--- src/design/tcp_segment_header_builder_macros.svh ---
// Assertion macros shared by the TCP segment header builder.
// Uses the clk_i / rst_ni names of the module that includes it.
`ifndef TCP_SEGMENT_HEADER_BUILDER_MACROS_SVH
`define TCP_SEGMENT_HEADER_BUILDER_MACROS_SVH

// Property checked on every rising edge outside reset
`define TSH_ASSERT(lbl, prop) \
  lbl: assert property (@(posedge clk_i) disable iff (!rst_ni) (prop)) \
    else $error("tcp header builder check failed");

// Condition in one cycle implies a consequence in the next
`define TSH_ASSERT_NEXT(lbl, ante, cons) \
  `TSH_ASSERT(lbl, (ante) |=> (cons))

`endif

--- src/design/tsh_pkg.sv ---
// Package for the TCP segment header builder: types, header constants,
// and the ones-complement fold helper. No dependencies.
package tsh_pkg;

  localparam int unsigned HdrWords = 27;

  localparam logic [4:0]  LastIdx       = 5'(HdrWords - 1);
  localparam logic [10:0] HdrBytes      = 11'd54;
  localparam logic [10:0] IpTcpHdrBytes = 11'd40;
  localparam logic [10:0] TcpHdrBytes   = 11'd20;
  localparam logic [10:0] MaxPayload    = 11'd1460;

  localparam logic [15:0] EtherTypeIpv4 = 16'h0800;
  localparam logic [15:0] IpVerIhl      = 16'h4500;
  localparam logic [15:0] IpId          = 16'd31143;
  localparam logic [15:0] IpTtlProto    = {8'd64, 8'd6};
  localparam logic [15:0] ProtoTcp      = 16'd6;
  localparam logic [15:0] TcpWindow     = 16'hffff;
  localparam logic [31:0] SynSeq        = 32'hffffffff;

  localparam logic [15:0] TcpOffset = 16'h5000;
  localparam logic [15:0] FlagFin   = 16'h0001;
  localparam logic [15:0] FlagSyn   = 16'h0002;
  localparam logic [15:0] FlagPsh   = 16'h0008;
  localparam logic [15:0] FlagAck   = 16'h0010;

  // Config register indexes
  localparam logic [3:0] RegDestMac    = 4'd0;
  localparam logic [3:0] RegSourceMac  = 4'd1;
  localparam logic [3:0] RegSourceIp   = 4'd2;
  localparam logic [3:0] RegDestIp     = 4'd3;
  localparam logic [3:0] RegSourcePort = 4'd4;
  localparam logic [3:0] RegDestPort   = 4'd5;
  localparam logic [3:0] RegPayloadLen = 4'd6;
  localparam logic [3:0] RegPayloadSum = 4'd7;

  typedef enum logic [1:0] {
    KindSyn    = 2'd0,
    KindAck    = 2'd1,
    KindFinAck = 2'd2,
    KindPshAck = 2'd3
  } req_kind_e;

  typedef struct packed {
    logic [47:0] dest_mac;
    logic [47:0] source_mac;
    logic [31:0] source_ip;
    logic [31:0] dest_ip;
    logic [15:0] source_port;
    logic [15:0] dest_port;
    logic [10:0] payload_len;
    logic [15:0] payload_sum;
  } cfg_t;

  typedef logic [HdrWords-1:0][15:0] hdr_t;

  // Serializer status toward the input stage
  typedef struct packed {
    logic load_ready;
    logic busy;
  } ser_status_t;

  // Fold a sum of up to sixteen words with end-around carry, then invert
  function automatic logic [15:0] fold_invert(input logic [19:0] sum);
    logic [16:0] s1;
    logic [15:0] s2;
    s1 = {1'b0, sum[15:0]} + {13'd0, sum[19:16]};
    s2 = s1[15:0] + {15'd0, s1[16]};
    return ~s2;
  endfunction

  function automatic logic [19:0] ext20(input logic [15:0] w);
    return {4'd0, w};
  endfunction

endpackage

--- src/design/tsh_cfg_regs.sv ---
// Configuration register file of the TCP segment header builder.
// Depends on tsh_pkg for register indexes and cfg_t.
module tsh_cfg_regs import tsh_pkg::*; (
  input  logic        clk_i,
  input  logic        rst_ni,
  input  logic        wr_en_i,
  input  logic [3:0]  wr_index_i,
  input  logic [47:0] wr_data_i,
  output cfg_t        cfg_o
);

  cfg_t cfg_d, cfg_q;

  // Register decode; indexes past the list are dropped
  always_comb begin
    cfg_d = cfg_q;
    if (wr_en_i) begin
      unique case (wr_index_i)
        RegDestMac:    cfg_d.dest_mac    = wr_data_i;
        RegSourceMac:  cfg_d.source_mac  = wr_data_i;
        RegSourceIp:   cfg_d.source_ip   = wr_data_i[31:0];
        RegDestIp:     cfg_d.dest_ip     = wr_data_i[31:0];
        RegSourcePort: cfg_d.source_port = wr_data_i[15:0];
        RegDestPort:   cfg_d.dest_port   = wr_data_i[15:0];
        RegPayloadLen: cfg_d.payload_len = wr_data_i[10:0];
        RegPayloadSum: cfg_d.payload_sum = wr_data_i[15:0];
        default:       cfg_d = cfg_q;
      endcase
    end
  end

  always_ff @(posedge clk_i or negedge rst_ni) begin
    if (!rst_ni) begin
      cfg_q <= '0;
    end else begin
      cfg_q <= cfg_d;
    end
  end

  assign cfg_o = cfg_q;

endmodule

--- src/design/tsh_header_calc.sv ---
// Builds the 27 header words and both checksums for one request.
// Pure combinational logic; depends on tsh_pkg.
module tsh_header_calc import tsh_pkg::*; (
  input  cfg_t        cfg_i,
  input  req_kind_e   kind_i,
  input  logic [31:0] recv_seq_i,
  input  logic [31:0] recv_ack_i,
  output hdr_t        words_o,
  output logic [10:0] frame_bytes_o
);

  logic [10:0] plen;
  logic [31:0] seq, ack;
  logic [15:0] flags;
  logic [19:0] ip_sum, tcp_sum;
  logic [15:0] extra_sum;
  hdr_t        w;

  // Sequence, acknowledgment and flags per request kind
  always_comb begin
    plen      = '0;
    extra_sum = '0;
    seq       = recv_ack_i;
    ack       = recv_seq_i + 32'd1;
    flags     = FlagAck;
    case (kind_i)
      KindSyn: begin
        seq   = SynSeq;
        ack   = '0;
        flags = FlagSyn;
      end
      KindFinAck: flags = FlagAck | FlagFin;
      KindPshAck: begin
        flags     = FlagAck | FlagPsh;
        plen      = (cfg_i.payload_len > MaxPayload) ? MaxPayload : cfg_i.payload_len;
        extra_sum = cfg_i.payload_sum;
      end
      default: flags = FlagAck;
    endcase
  end

  // Header words in network order, checksums filled in below
  always_comb begin
    w     = '0;
    w[0]  = cfg_i.dest_mac[47:32];
    w[1]  = cfg_i.dest_mac[31:16];
    w[2]  = cfg_i.dest_mac[15:0];
    w[3]  = cfg_i.source_mac[47:32];
    w[4]  = cfg_i.source_mac[31:16];
    w[5]  = cfg_i.source_mac[15:0];
    w[6]  = EtherTypeIpv4;
    w[7]  = IpVerIhl;
    w[8]  = {5'd0, IpTcpHdrBytes + plen};
    w[9]  = IpId;
    w[10] = '0;
    w[11] = IpTtlProto;
    w[13] = cfg_i.source_ip[31:16];
    w[14] = cfg_i.source_ip[15:0];
    w[15] = cfg_i.dest_ip[31:16];
    w[16] = cfg_i.dest_ip[15:0];
    w[17] = cfg_i.source_port;
    w[18] = cfg_i.dest_port;
    w[19] = seq[31:16];
    w[20] = seq[15:0];
    w[21] = ack[31:16];
    w[22] = ack[15:0];
    w[23] = TcpOffset | flags;
    w[24] = TcpWindow;
    w[26] = '0;

    // IPv4 header sum, checksum word itself taken as zero
    ip_sum = ((ext20(w[7]) + ext20(w[8])) + (ext20(w[9]) + ext20(w[11])))
           + ((ext20(w[13]) + ext20(w[14])) + (ext20(w[15]) + ext20(w[16])));

    // Pseudo-header, TCP header and payload sum
    tcp_sum = ((ext20(w[13]) + ext20(w[14])) + (ext20(w[15]) + ext20(w[16])))
            + ((ext20(ProtoTcp) + ext20({5'd0, TcpHdrBytes + plen}))
            +  (ext20(w[17]) + ext20(w[18])))
            + ((ext20(w[19]) + ext20(w[20])) + (ext20(w[21]) + ext20(w[22])))
            + ((ext20(w[23]) + ext20(w[24])) + ext20(extra_sum));

    w[12] = fold_invert(ip_sum);
    w[25] = fold_invert(tcp_sum);
  end

  assign words_o       = w;
  assign frame_bytes_o = HdrBytes + plen;

endmodule

--- src/design/tsh_serializer.sv ---
// Frame register and word serializer: holds one built header and shifts
// it out one word per beat. Depends on tsh_pkg.
module tsh_serializer import tsh_pkg::*; (
  input  logic        clk_i,
  input  logic        rst_ni,
  input  logic        load_i,
  input  hdr_t        words_i,
  input  logic [10:0] frame_bytes_i,
  output ser_status_t status_o,
  output logic        valid_o,
  input  logic        ready_i,
  output logic [15:0] word_o,
  output logic [4:0]  index_o,
  output logic        last_o,
  output logic [10:0] frame_bytes_o
);

  logic        busy_d, busy_q;
  logic [4:0]  idx_d, idx_q;
  hdr_t        frame_d, frame_q;
  logic [10:0] bytes_d, bytes_q;
  logic        beat, last;

  assign beat = busy_q && ready_i;
  assign last = (idx_q == LastIdx);

  // Free when empty or when the last word leaves this cycle
  assign status_o.load_ready = !busy_q || (ready_i && last);
  assign status_o.busy       = busy_q;

  // Next state of the counter and the frame shift line
  always_comb begin
    busy_d  = busy_q;
    idx_d   = idx_q;
    frame_d = frame_q;
    bytes_d = bytes_q;
    if (beat) begin
      if (last) begin
        busy_d = 1'b0;
      end else begin
        idx_d   = idx_q + 5'd1;
        frame_d = {16'd0, frame_q[HdrWords-1:1]};
      end
    end
    if (load_i) begin
      busy_d  = 1'b1;
      idx_d   = '0;
      frame_d = words_i;
      bytes_d = frame_bytes_i;
    end
  end

  always_ff @(posedge clk_i or negedge rst_ni) begin
    if (!rst_ni) begin
      busy_q <= 1'b0;
      idx_q  <= '0;
    end else begin
      busy_q <= busy_d;
      idx_q  <= idx_d;
    end
  end

  always_ff @(posedge clk_i) begin
    frame_q <= frame_d;
    bytes_q <= bytes_d;
  end

  assign valid_o       = busy_q;
  assign word_o        = frame_q[0];
  assign index_o       = idx_q;
  assign last_o        = last;
  assign frame_bytes_o = bytes_q;

endmodule

--- src/design/tcp_segment_header_builder.sv ---
// A taken request waits in the input register, then loads into the frame register;
// the 27 words then follow one per beat, tlast on word 26.
// The single output word port paces frames; a new one loads as the last leaves.
// A request may wait in the input register while the previous frame drains.
// Reset: pipeline empties at once, all config registers read 0; no sweep.
`include "tcp_segment_header_builder_macros.svh"

module tcp_segment_header_builder import tsh_pkg::*; (
  input  logic        clk_i,
  input  logic        rst_ni,
  // Config write channel
  input  logic        cfg_valid_i,
  output logic        cfg_ready_o,
  input  logic [3:0]  cfg_index_i,
  input  logic [47:0] cfg_data_i,
  // Request stream
  input  logic        s_axis_tvalid_i,
  output logic        s_axis_tready_o,
  input  logic [63:0] s_axis_tdata_i,  // recv_seq[31:0], recv_ack[63:32]
  input  logic [1:0]  s_axis_tuser_i,  // req_type[1:0]
  // Header word stream
  output logic        m_axis_tvalid_o,
  input  logic        m_axis_tready_i,
  output logic [31:0] m_axis_tdata_o,  // header_word[15:0], word_index[20:16],
                                       // frame_bytes[31:21]
  output logic        m_axis_tlast_o   // last_word
);

  cfg_t        cfg;
  ser_status_t ser_status;
  hdr_t        words;
  logic [10:0] frame_bytes;
  logic        in_accept, load;

  logic        in_valid_d, in_valid_q;
  req_kind_e   kind_d, kind_q;
  logic [31:0] seq_d, seq_q, ack_d, ack_q;

  logic [15:0] out_word;
  logic [4:0]  out_index;
  logic [10:0] out_bytes;

  assign cfg_ready_o = 1'b1;

  tsh_cfg_regs u_cfg (
    .clk_i,
    .rst_ni,
    .wr_en_i    (cfg_valid_i && cfg_ready_o),
    .wr_index_i (cfg_index_i),
    .wr_data_i  (cfg_data_i),
    .cfg_o      (cfg)
  );

  // Input register: takes a request whenever empty or moving on
  assign load            = in_valid_q && ser_status.load_ready;
  assign s_axis_tready_o = !in_valid_q || load;
  assign in_accept       = s_axis_tvalid_i && s_axis_tready_o;

  always_comb begin
    in_valid_d = in_valid_q;
    kind_d     = kind_q;
    seq_d      = seq_q;
    ack_d      = ack_q;
    if (load) begin
      in_valid_d = 1'b0;
    end
    if (in_accept) begin
      in_valid_d = 1'b1;
      kind_d     = req_kind_e'(s_axis_tuser_i);
      seq_d      = s_axis_tdata_i[31:0];
      ack_d      = s_axis_tdata_i[63:32];
    end
  end

  always_ff @(posedge clk_i or negedge rst_ni) begin
    if (!rst_ni) begin
      in_valid_q <= 1'b0;
    end else begin
      in_valid_q <= in_valid_d;
    end
  end

  always_ff @(posedge clk_i) begin
    kind_q <= kind_d;
    seq_q  <= seq_d;
    ack_q  <= ack_d;
  end

  tsh_header_calc u_calc (
    .cfg_i         (cfg),
    .kind_i        (kind_q),
    .recv_seq_i    (seq_q),
    .recv_ack_i    (ack_q),
    .words_o       (words),
    .frame_bytes_o (frame_bytes)
  );

  tsh_serializer u_ser (
    .clk_i,
    .rst_ni,
    .load_i        (load),
    .words_i       (words),
    .frame_bytes_i (frame_bytes),
    .status_o      (ser_status),
    .valid_o       (m_axis_tvalid_o),
    .ready_i       (m_axis_tready_i),
    .word_o        (out_word),
    .index_o       (out_index),
    .last_o        (m_axis_tlast_o),
    .frame_bytes_o (out_bytes)
  );

  assign m_axis_tdata_o = {out_bytes, out_index, out_word};

  // A frame in progress keeps going after a word that is not the last
  `TSH_ASSERT_NEXT(a_run_continues, m_axis_tvalid_o && m_axis_tready_i && !m_axis_tlast_o, m_axis_tvalid_o)
  // Word index steps by one on each taken word within a frame
  `TSH_ASSERT_NEXT(a_index_steps, m_axis_tvalid_o && m_axis_tready_i && !m_axis_tlast_o, out_index == $past(out_index) + 5'd1)
  // A waiting request reaches an idle serializer on the next edge
  `TSH_ASSERT_NEXT(a_pending_loads, in_valid_q && !ser_status.busy, m_axis_tvalid_o && out_index == '0)
  // An accepted request is held in the input register
  `TSH_ASSERT_NEXT(a_accept_held, in_accept, in_valid_q)

endmodule
--- config.mk ---
export PLATFORM = sky130hd
export DESIGN_NAME = tcp_segment_header_builder
export DESIGN_NICKNAME = d
export VERILOG_FILES = /design/src/design/tsh_pkg.sv /design/src/design/tsh_cfg_regs.sv /design/src/design/tsh_header_calc.sv /design/src/design/tsh_serializer.sv /design/src/design/tcp_segment_header_builder.sv
export VERILOG_INCLUDE_DIRS = /design/src /design/src/design
export SDC_FILE = /design/constraint.sdc
export NUM_CORES = 1
export LEC_CHECK = 0
export ABC_CLOCK_PERIOD_IN_PS = 10400
export BUFFER_PORTS_ARGS = -buffer_cell sky130_fd_sc_hd__buf_2
export CAP_MARGIN = 20
export CORE_UTILIZATION = 45
export CTS_CLUSTER_SIZE = 16
export DETAILED_ROUTE_END_ITERATION = 8
export PLACE_DENSITY = 0.69
export SETUP_SLACK_MARGIN = 0.02
export SYNTH_ARGS = -nofsm -noshare
export SYNTH_HDL_FRONTEND = slang
export SYNTH_SLANG_ARGS = --single-unit
--- constraint.sdc ---
create_clock -name clk_i -period 10.4 [get_ports clk_i]
set_input_delay 1.04 -clock clk_i [delete_from_list [all_inputs] [get_ports clk_i]]
set_output_delay 1.04 -clock clk_i [all_outputs]
set_load 0.05 [all_outputs]
---- Word level (Yosys, flattened, before mapping) ----
Index checks and enable logic that the tools add are counted.
W data, S select, Z words.
storage, ports and cells
  register bits ........................... 719
  input bits .............................. 123
  output and inout bits ................... 36
  logic and storage cells ................. 125
cells by class
  $add $sub $neg .......................... 26
  order comparisons ....................... 1
  eq/ne operators ......................... 11
  mux-type cells .......................... 17
  bitwise operators ....................... 3
  reduce and logical (&&, ||, !) cells .... 24
operators with widths
  cell                      number
  $mux W416                 3
  $add A20 B20 Y20          7
  $add A16 B16 Y17          5
  $mux W32                  2
  $add A16 B4 Y17           2
  $add A16 B1 Y16           2
  $add A32 B1 Y32 const B   1
  $not A16 Y16              2
  $add A6 B11 Y11 const A   2
  $mux W11                  2
  $reduce_and A2 Y1         11
  $add A20 B16 Y20          1
  $add A20 B16 Y20 const B  1
  $add A15 B16 Y17 const B  1
  $add A15 B11 Y16 const A  1
  $eq A4 B3 Y1 const B      4
  $mux W16                  1
  $mux W5                   3
  $pmux W5 S3               1
  $add A3 B11 Y12 const A   1
  $add A5 B11 Y11 const A   1
  $gt A11 B11 Y1 const B    1
  $eq A4 B2 Y1 const B      2
  $reduce_bool A2 Y1        3
  other kinds (12)          22

---- Longest topological paths before layout ----
Gate-level depths: netlist of the first run.
  word-level depth ........................ 13
  mapped depth ............................ 52
  gate-level depth less buffers ........... 51

---- Modules after synthesis ----
Synthesis of the first run repeated with hierarchy kept, for this count alone.
unflattened totals
  cell total of the unflattened synthesis .. 3052
  area, all modules ....................... 41148.2 um^2
modules (own cells, without submodules)
  module                      instances  cells each  area an instance (um^2)
  tsh_serializer              1          977         18880.6
  tsh_header_calc             1          1529        11985.2
  tsh_cfg_regs                1          473         8229.1
  tcp_segment_header_builder  1          73          2053.2

---- Worst setup path after synthesis of the first run ----
OpenSTA, ideal clock, no wires.
  path kind ............................... register to register
  start point ............................. reg seq_q[0]
  end point ............................... reg u_ser.frame_q[414] (netlist bit), data pin
  setup time .............................. 266 ps
  data arrival time ....................... 10719 ps
  data required time ...................... 10134 ps
  path slack .............................. -585 ps
  stages on the path, launching flop included .. 51
  cells stage by stage .................... edfxtp_1 -> ha_1 -> nand4_1 -> nor4_1 -> nand3_1 -> xor2_1 -> nor2_1 -> ha_1 -> fa_1 -> a21o_1 -> a21oi_1 -> o21bai_1 -> a21oi_1 -> nor2b_1 -> o21a_1 -> o31a_1 -> nor2_1 -> xor2_1 -> [15 not listed] -> a21oi_1 -> xnor2_1 -> ha_1 -> a21o_1 -> a21oi_1 -> nor4_1 -> nand4_1 -> nor2_1 -> and3_1 -> ha_1 -> ha_1 -> nand2_1 -> or3_1 -> or3_1 -> or3_1 -> nor4_1 -> xnor2_1 -> nor2_1
RTL lines
  element                 line                              RTL
  start, declared         tcp_segment_header_builder.sv:37  logic [31:0] seq_d, seq_q, ack_d, ack_q;
  start signal, assigned  tcp_segment_header_builder.sv:85  seq_q <= seq_d;
  end signal, assigned    tsh_serializer.sv:64              frame_q <= frame_d;
  end, declared           tsh_serializer.sv:20              hdr_t frame_d, frame_q;

==> results of run 1 <==
[state kept, by name, summed over array words and instances, names as in the netlist]
register,flops
u_ser.index_o,5
u_ser.word_o,16
u_cfg.cfg_o,219
in_valid_q,1
seq_q,32
u_ser.valid_o,1
kind_q,2
ack_q,32
u_ser.frame_bytes_o,11
u_ser.frame_q,400
[through the flow]
stage          instance area [um2]  TNS (ps)  setup slack [ps]  utilization, %
6_report                     44070    -98.24            -46.53           53.59
4_1_cts                      43850    -67.74            -33.74           53.32
2_1_floorplan                37530         0             44.43               -
3_3_place_gp                 40770     -1129            -327.2           49.57
5_1_grt                      44070     -4310            -641.7           53.59
3_5_place_dp                 40770     -2482            -476.4           49.57
[worst min path at each step]
stage	start	to	slack [ps]	cells past startpoint
floorplan	u_ser.frame_q[207]	u_ser.frame_q[191]	420	2
global placement	u_ser.frame_q[200]	u_ser.frame_q[184]	420	2
detailed placement	u_ser.frame_q[132]	u_ser.frame_q[116]	430	2
CTS	u_ser.frame_q[157]	u_ser.frame_q[141]	450	2
global route	u_ser.frame_q[202]	u_ser.frame_q[186]	460	2
finish	rst_ni	u_cfg.cfg_o[124]	390	1
[synthesized netlist by cell type, drive strengths merged, types with 14 or more instances]
cell	n	share of area, %
dfxtp	103	5.5
nand2b	44	0.74
nor2b	16	0.27
xor2	81	1.9
buf	39	0.64
dfrtp	226	15
nand2	254	2.5
o21ai	147	2.0
a21oi	132	1.8
o21bai	20	0.40
nor3	39	0.52
clkbuf	133	1.4
o21a	17	0.34
ha	183	6.1
and2	19	0.32
edfxtp	390	31
a21o	32	0.64
nand4	14	0.23
a22o	259	6.1
nor2	197	2.0
and3	31	0.53
inv	170	1.7
mux2	218	6.6
fa	82	4.4
nand3	52	0.69
xnor2	120	2.8
or3	22	0.37
[layer usage]
layer,wire [um],part of all wire [%]
met1,41980,44
met2,45830,49
met3,4290,4.5
met4,2289,2.4
met5,0,0
[cells by family (layout without fill, tap and decap cells)]
group / after synthesis / in the layout / share of synthesized area [%]
and+or+nand+nor: 742 / 742 / 9.277
AOI/OAI and AO/OA: 701 / 701 / 13.32
buffers and inverters: 342 / 743 / 3.707
DFF: 719 / 719 / 51.86
adders and majority gates: 266 / 266 / 10.52
muxes: 220 / 220 / 6.606
other: 1 / 9 / 0.01001
xor gates and xnor gates: 201 / 201 / 4.699
[timing repair]
item / in CTS / in global routing
setup endpoints to repair: 8 / 12
resized for setup: 60 / 27
buffers inserted: 18 / 13
pin swaps: 31 / 34
[cell type report]
cell class              count  share of cell area, %
repair buffers            426                  6.470
clock inverters            46                  1.314
inverters                 170                  1.465
multi-input cells        2138                  38.79
well taps                1070                  3.038
diodes                      1               0.005678
flip-flops and latches    719                  44.08
clock buffers             101                  4.837
[worst max-delay path: cells and delay by family (launching register included)]
| family | cells | cell delay [ps] |
|---|---|---|
| AOI/OAI and AO/OA | 15 | 2320 |
| DFF | 1 | 390 |
| buffers and inverters | 5 | 470 |
| adders and majority gates | 11 | 3680 |
| and+or+nand+nor | 15 | 2790 |
| xor gates and xnor gates | 4 | 510 |
==> impl_metrics.env, run 1 <==
export IMPL_maxCapViolations=0
export IMPL_hold_buffers=0
export IMPL_clkLatencyLatePin_ps=650
export IMPL_avgRoutedWirePerCell_um=20.21
export IMPL_crit_top_cell="a21oi_2"
export IMPL_layout_commonest_cell="edfxtp_1"
export IMPL_layout_cells_non_filler=4671
export IMPL_syn_to_final_growth_pct=17.64
export IMPL_ant_nets=0
export IMPL_htreeDepth=3
export IMPL_grt_pass1_vias=25466
export IMPL_hold_slack_ps=394.6
export IMPL_cts_sinks=719
export IMPL_min_period_ps=10450
export IMPL_synth_edf_count=390
export IMPL_cts_buffers=79
export IMPL_crit_start="u_cfg.cfg_o[91]"
export IMPL_crit_path_max_incr_delay_ps=570
export IMPL_avgSynthCellArea_um2=11.74
export IMPL_register_area_um2=19430
export IMPL_syn_area_um2=37470
export IMPL_crit_path_end_kind="register"
export IMPL_grt_setup_unrepaired="true"
export IMPL_grt_util_met2_pct=37.40
export IMPL_slew_headroom_pct=30.57
export IMPL_slew_viol_final=0
export IMPL_routed_wl_um=94380
export IMPL_setup_ws_ps=-46.53
export IMPL_grt_use_total_pct=22.27
export IMPL_busiest_layer="met2"
export IMPL_clk_path_buf_depth=3
export IMPL_initialDrtViolationCount=1871
export IMPL_clkTransAtPathRegs_ps=60
export IMPL_cp_required_ps=10740
export IMPL_hp_class="in2async"
export IMPL_hpwl_um=65640
export IMPL_r2r_slack_ps=-50
export IMPL_grt_overflow=0
export IMPL_ys_seq_area_share_pct=51.86
export IMPL_vias=25829
export IMPL_cts_tree="built"
export IMPL_worst_pin_slew_ps=1028
export IMPL_clock_root_buffer="clkbuf_16"
export IMPL_cp_endpoint="u_ser.frame_q[414]"
export IMPL_max_freq_mhz=95.73
export IMPL_multiInputGateArea_um2=17100
export IMPL_dp_cells=4493
export IMPL_route_detailed_drc=0
export IMPL_critPathSlowestCell="fa_1"
export IMPL_start_util_pct=45.56
export IMPL_path_max_fanout=3
export IMPL_grt_pass1_wl_um=146900
export IMPL_grtUsageMet1_pct=30.53
export IMPL_outcome="finished with violations"
export IMPL_setup_viol=3
export IMPL_layout_common_cells="edfxtp_1, buf_4, a22o_1"
export IMPL_ys_ff_latch=719
export IMPL_final_layout_size_suffix_gt1_share_pct=24.53
export IMPL_die_area_um2=84420
export IMPL_hold_viol=0
export IMPL_synth_cell_type_count=83
export IMPL_reg2reg_depth=50
export IMPL_drt_pass1_iter_count=5
export IMPL_yosysWarnings=0
export IMPL_synth_cells=3192
export IMPL_async_reset_ff_share_pct=31.43
export IMPL_final_nets=3922
export IMPL_die_w_um=290.5
export IMPL_fp_dieH_um=290.5
export IMPL_r2r_end="u_ser.frame_q[414]"
export IMPL_core_area_um2=82240
export IMPL_io_pins=159
export IMPL_fin_skew_ps=54.51
export IMPL_antenna_found_initial=1
export IMPL_grt_max_degree=189
export IMPL_worstPathArrival_ps=10790
export IMPL_rows=105
export IMPL_timing_final_crit_share_pct=100.4
export IMPL_use_met3_pct=2.615
export IMPL_fillCellCount=7001
export IMPL_worst_setup_path_start_kind="register"
export IMPL_crit_type="reg2reg"
export IMPL_port_buffers=157
export IMPL_r2r_start="u_cfg.cfg_o[91]"
export IMPL_synth_flop_cell="edfxtp_1"
export IMPL_globalplace_congestion=0.9117
export IMPL_viasPerCell=5.530
export IMPL_failed_checks="setup timing"
Power of run 1 is left out: the tool's default activity adds up to more than one toggle a clock period on the data nets, which glitch-free logic cannot reach.
==> run 2, diff against run 1 <==
==> constraint.sdc (replaced) <==
create_clock -name clk_i -period 10.4 [get_ports clk_i]
set_input_delay 0.52 -clock clk_i [delete_from_list [all_inputs] [get_ports clk_i]]
set_output_delay 0.52 -clock clk_i [all_outputs]
set_load 0.05 [all_outputs]
==> impl_metrics.env, run 2 (synthesis results as in run 1) <==
export IMPL_clkLatencyLatePin_ps=630
export IMPL_cts_buffers=77
export IMPL_layout_cells_non_filler=4657
export IMPL_crit_type="reg2reg"
export IMPL_final_layout_size_suffix_gt1_share_pct=24.42
export IMPL_clkTransAtPathRegs_ps=60
export IMPL_start_util_pct=45.56
export IMPL_setup_viol=2
export IMPL_worst_setup_path_start_kind="register"
export IMPL_grt_pass1_vias=25502
export IMPL_largest_register="u_ser.frame_q"
export IMPL_core_area_um2=82240
export IMPL_failed_checks="setup timing"
export IMPL_antenna_found_initial=2
export IMPL_min_period_ps=10460
export IMPL_grt_max_degree=181
export IMPL_critPathSlowestCell="fa_1"
export IMPL_setup_ws_ps=-57.45
export IMPL_clock_root_buffer="clkbuf_16"
export IMPL_multiInputGateArea_um2=17190
export IMPL_largest_reg_flops=400
export IMPL_dp_cells=4487
export IMPL_fin_skew_ps=19.66
export IMPL_maxCapViolations=0
export IMPL_fp_dieH_um=290.5
export IMPL_grt_use_total_pct=21.97
export IMPL_globalplace_congestion=0.9320
export IMPL_layout_commonest_cell="edfxtp_1"
export IMPL_register_area_um2=19430
export IMPL_wl_met1_um=41910
export IMPL_critical_path_top_delay_family="adder cells"
export IMPL_path_buf_inv=8
export IMPL_hold_slack_ps=60.63
export IMPL_hpwl_um=65310
export IMPL_initialDrtViolationCount=1758
export IMPL_route_detailed_drc=0
export IMPL_grt_setup_unrepaired="true"
export IMPL_grt_pass1_wl_um=145300
export IMPL_avgRoutedWirePerCell_um=20.14
export IMPL_max_freq_mhz=95.63
export IMPL_cts_sinks=719
export IMPL_syn_to_final_growth_pct=17.35
export IMPL_final_nets=3912
export IMPL_slew_viol_final=0
export IMPL_fillCellCount=7003
export IMPL_crit_path_end_kind="register"
export IMPL_routed_wl_um=93800
export IMPL_layout_common_cells="edfxtp_1, a22o_1, buf_4"
export IMPL_cp_required_ps=10760
export IMPL_worstPathArrival_ps=10820
export IMPL_maxUsedRoutingLayer="met5"
export IMPL_timing_final_crit_share_pct=100.6
export IMPL_htreeDepth=3
export IMPL_wl_met2_um=44750
export IMPL_die_w_um=290.5
export IMPL_drt_pass1_iter_count=5
export IMPL_cts_tree="built"
export IMPL_rows=105
export IMPL_crit_path_max_incr_delay_ps=560
export IMPL_n_antenna_cell=0
export IMPL_vias=25728
export IMPL_slew_headroom_pct=28.96
export IMPL_outcome="finished with violations"
export IMPL_hp_class="in2reg"
export IMPL_viasPerCell=5.525
export IMPL_port_buffers=157
export IMPL_worst_pin_slew_ps=1052
export IMPL_hold_viol=0
export IMPL_io_pins=159
export IMPL_path_max_fanout=4
export IMPL_wl_met3_um=4410
export IMPL_die_area_um2=84420
export IMPL_clk_path_buf_depth=3
export IMPL_grt_overflow=0
export IMPL_ant_nets=0
[run 2: worst paths after layout]
kind / startpoint / to / slack (ps) / cells after the start
setup / recovery: seq_q[5] / u_ser.frame_q[410] / -60 / 50
hold / removal: s_axis_tdata_i[26] / seq_q[26] / 60 / 1
setup reg to reg: seq_q[5] / u_ser.frame_q[410] / -60 / 50
hold reg to reg: u_ser.frame_q[133] / u_ser.frame_q[117] / 440 / 2
max in group asynchronous: rst_ni / u_cfg.cfg_o[53] / 8610 / 3
min in group asynchronous: rst_ni / u_cfg.cfg_o[173] / 470 / 2
[run 2: layout make-up]
class,instances,share of cell area (%)
Sequential cell,719,44.19
Multi-Input combinational cell,2138,39.09
Timing Repair Buffer,418,6.423
Clock buffer,112,4.980
Tap cell,1070,3.045
Inverter,170,1.468
Clock inverter,30,0.8082
[run 2: timing repair]
item,in CTS,in global routing
hold buffers,1,0
endpoints found under the hold margin,59,0
setup endpoints to repair,8,12
resized for setup,64,44
setup buffers,14,13
pin swaps,25,50
[run 2: per-stage QoR]
step                      TNS, ps  setup slack (ps)  utilization (%)  cell area (um2)
after global placement     -927.3            -311.5            49.56            40760
after global routing        -4033            -639.6            53.46            43970
after floorplan                 0             44.43                -            37530
after detailed placement    -2315            -489.4            49.56            40760
final                      -69.04            -57.45            53.46            43970
after CTS                  -66.45            -66.45            53.10            43670
[run 2: per-layer routing]
| layer | GRT usage, % | vias to the layer above |
|---|---|---|
| li1 | - | 12190 |
| met1 | 30.10 | 12721 |
| met2 | 36.25 | 668 |
| met3 | 3.067 | 147 |
| met4 | 6.594 | 2 |
| met5 | 0 | - |
Power of run 2 is left out for the same reason.
==> run 3, diff against run 2 <==
--- a/config.mk
+++ b/config.mk
@@ -13,6 +13,7 @@
 export CTS_CLUSTER_SIZE = 16
 export DETAILED_ROUTE_END_ITERATION = 8
 export PLACE_DENSITY = 0.69
+export REMOVE_ABC_BUFFERS = 1
 export SETUP_SLACK_MARGIN = 0.02
 export SYNTH_ARGS = -nofsm -noshare
 export SYNTH_HDL_FRONTEND = slang
==> impl_metrics.env, run 3 (synthesis results as in run 1) <==
export IMPL_crit_top_cell="fa_1"
export IMPL_fillCellCount=7012
export IMPL_crit_type="reg2reg"
export IMPL_avgRoutedWirePerCell_um=18.99
export IMPL_worst_pin_slew_ps=1011
export IMPL_fin_skew_ps=38.21
export IMPL_postLayoutCoreUtil_pct=53.97
export IMPL_route_detailed_drc=0
export IMPL_drt_pass1_iter_count=5
export IMPL_critPathSlowestCell="fa_1"
export IMPL_fp_dieH_um=290.5
export IMPL_vias=25754
export IMPL_cts_sinks=719
export IMPL_initialDrtViolationCount=1657
export IMPL_port_buffers=157
export IMPL_ant_nets=0
export IMPL_clkTransAtPathRegs_ps=60
export IMPL_crit_path_max_incr_delay_ps=540
export IMPL_crit_start="u_cfg.cfg_o[59]"
export IMPL_grtUsageMet1_pct=28.39
export IMPL_final_layout_size_suffix_gt1_share_pct=24.83
export IMPL_grt_max_degree=160
export IMPL_io_pins=159
export IMPL_grt_pass1_wl_um=142400
export IMPL_cts_tree="built"
export IMPL_die_area_um2=84420
export IMPL_grt_setup_unrepaired="true"
export IMPL_min_from="s_axis_tdata_i[3]"
export IMPL_setup_ws_ps=-254.3
export IMPL_use_met3_pct=2.608
export IMPL_htreeDepth=3
export IMPL_worstPathArrival_ps=11010
export IMPL_path_max_fanout=4
export IMPL_dp_cells=4546
export IMPL_clk_path_buf_depth=3
export IMPL_globalplace_congestion=0.9346
export IMPL_cp_required_ps=10760
export IMPL_cts_buffers=80
export IMPL_hp_class="in2reg"
export IMPL_max_freq_mhz=93.86
export IMPL_register_area_um2=19430
export IMPL_layout_common_cells="edfxtp_1, buf_4, a22o_1"
export IMPL_layout_commonest_cell="edfxtp_1"
export IMPL_final_nets=3966
export IMPL_start_util_pct=45.56
export IMPL_grt_pass1_vias=25949
export IMPL_die_w_um=290.5
export IMPL_routed_wl_um=89560
export IMPL_hpwl_um=60620
export IMPL_grt_util_met2_pct=35.95
export IMPL_core_area_um2=82240
export IMPL_multiInputGateArea_um2=17030
export IMPL_crit_path_end_kind="register"
export IMPL_r2r_start="u_cfg.cfg_o[59]"
export IMPL_clkLatencyLatePin_ps=650
export IMPL_antenna_found_initial=1
export IMPL_hold_viol=0
export IMPL_failed_checks="setup timing"
export IMPL_outcome="finished with violations"
export IMPL_maxCapViolations=0
export IMPL_viasPerCell=5.461
export IMPL_largest_reg_flops=400
export IMPL_slew_headroom_pct=32.57
export IMPL_clock_root_buffer="clkbuf_16"
export IMPL_grt_use_total_pct=21.16
export IMPL_setup_viol=8
export IMPL_syn_to_final_growth_pct=18.46
export IMPL_busiest_layer="met2"
export IMPL_slew_viol_final=0
export IMPL_rows=105
export IMPL_timing_final_crit_share_pct=102.4
export IMPL_min_period_ps=10650
export IMPL_layout_cells_non_filler=4716
export IMPL_largest_register="u_ser.frame_q"
export IMPL_grt_overflow=0
export IMPL_worst_setup_path_start_kind="register"
==> run 3: cell count changes in the layout (fill, tap and decap cells not counted), sizes merged <==
| cell | change |
|---|---|
| clkinvlp | +2 |
| inv | +1 |
| bufinv | +1 |
| buf | +51 |
| diode | +1 |
| clkbuf | +1 |
| clkinv | +2 |
==> run 3: final timing paths <==
path                                       to  slack (ps)  cells after the start
max                        u_ser.frame_q[414]        -250                     50
min                                  seq_q[3]          60                      1
max reg2reg                u_ser.frame_q[414]        -250                     50
min reg2reg                u_ser.frame_q[112]         440                      2
max in group asynchronous     u_cfg.cfg_o[55]        8630                      3
min in group asynchronous    u_cfg.cfg_o[158]         480                      2
==> run 3: worst max-delay path: cells and delay by family, from the launching register on <==
kind	cells	cell delay, ps
and+or+nand+nor	12	2680
adders and majority gates	11	3880
xor gates and xnor gates	4	480
buffers and inverters	7	690
DFF	1	380
AOI/OAI and AO/OA	16	2250
==> run 3: area by class of cell <==
| class | instances | share of cell area [%] |
|---|---|---|
| flip-flops and latches | 719 | 43.78 |
| inverters | 170 | 1.455 |
| clock buffers | 113 | 5.086 |
| diodes | 1 | 0.005638 |
| multi-input cells | 2138 | 38.36 |
| well taps | 1070 | 3.016 |
| repair buffers | 469 | 7.149 |
| clock inverters | 36 | 1.150 |
==> run 3: metrics by stage <==
stage	setup TNS (ps)	hold slack, ps	area, um2	setup slack, ps
floorplan	-377350	224.4	36740	-1191
global placement	-2862	421.7	41140	-583.6
detailed placement	-5373	435.2	41140	-888.0
CTS	-32.95	24.21	44150	-18.57
global route	-5419	29.51	44380	-771.9
finish	-1209	62.09	44380	-254.3
==> run 3: what timing repair did <==
| item | in CTS | in global routing |
|---|---|---|
| setup endpoints to repair | 10 | 11 |
| pin swaps | 22 | 32 |
| endpoints found under the hold margin | 75 | 0 |
| gates resized for setup | 43 | 34 |
| buffers inserted | 8 | 11 |
| hold buffers | 1 | 0 |
==> run 3: metal layers <==
layer / wire length, um / share of wire, % / vias to the layer above
li1: - / - / 12308
met5: 0 / 0 / -
met2: 43790 / 49 / 561
met1: 40100 / 45 / 12756
met3: 3458 / 3.9 / 129
met4: 2212 / 2.5 / 0
Power of run 3 is left out for the same reason.
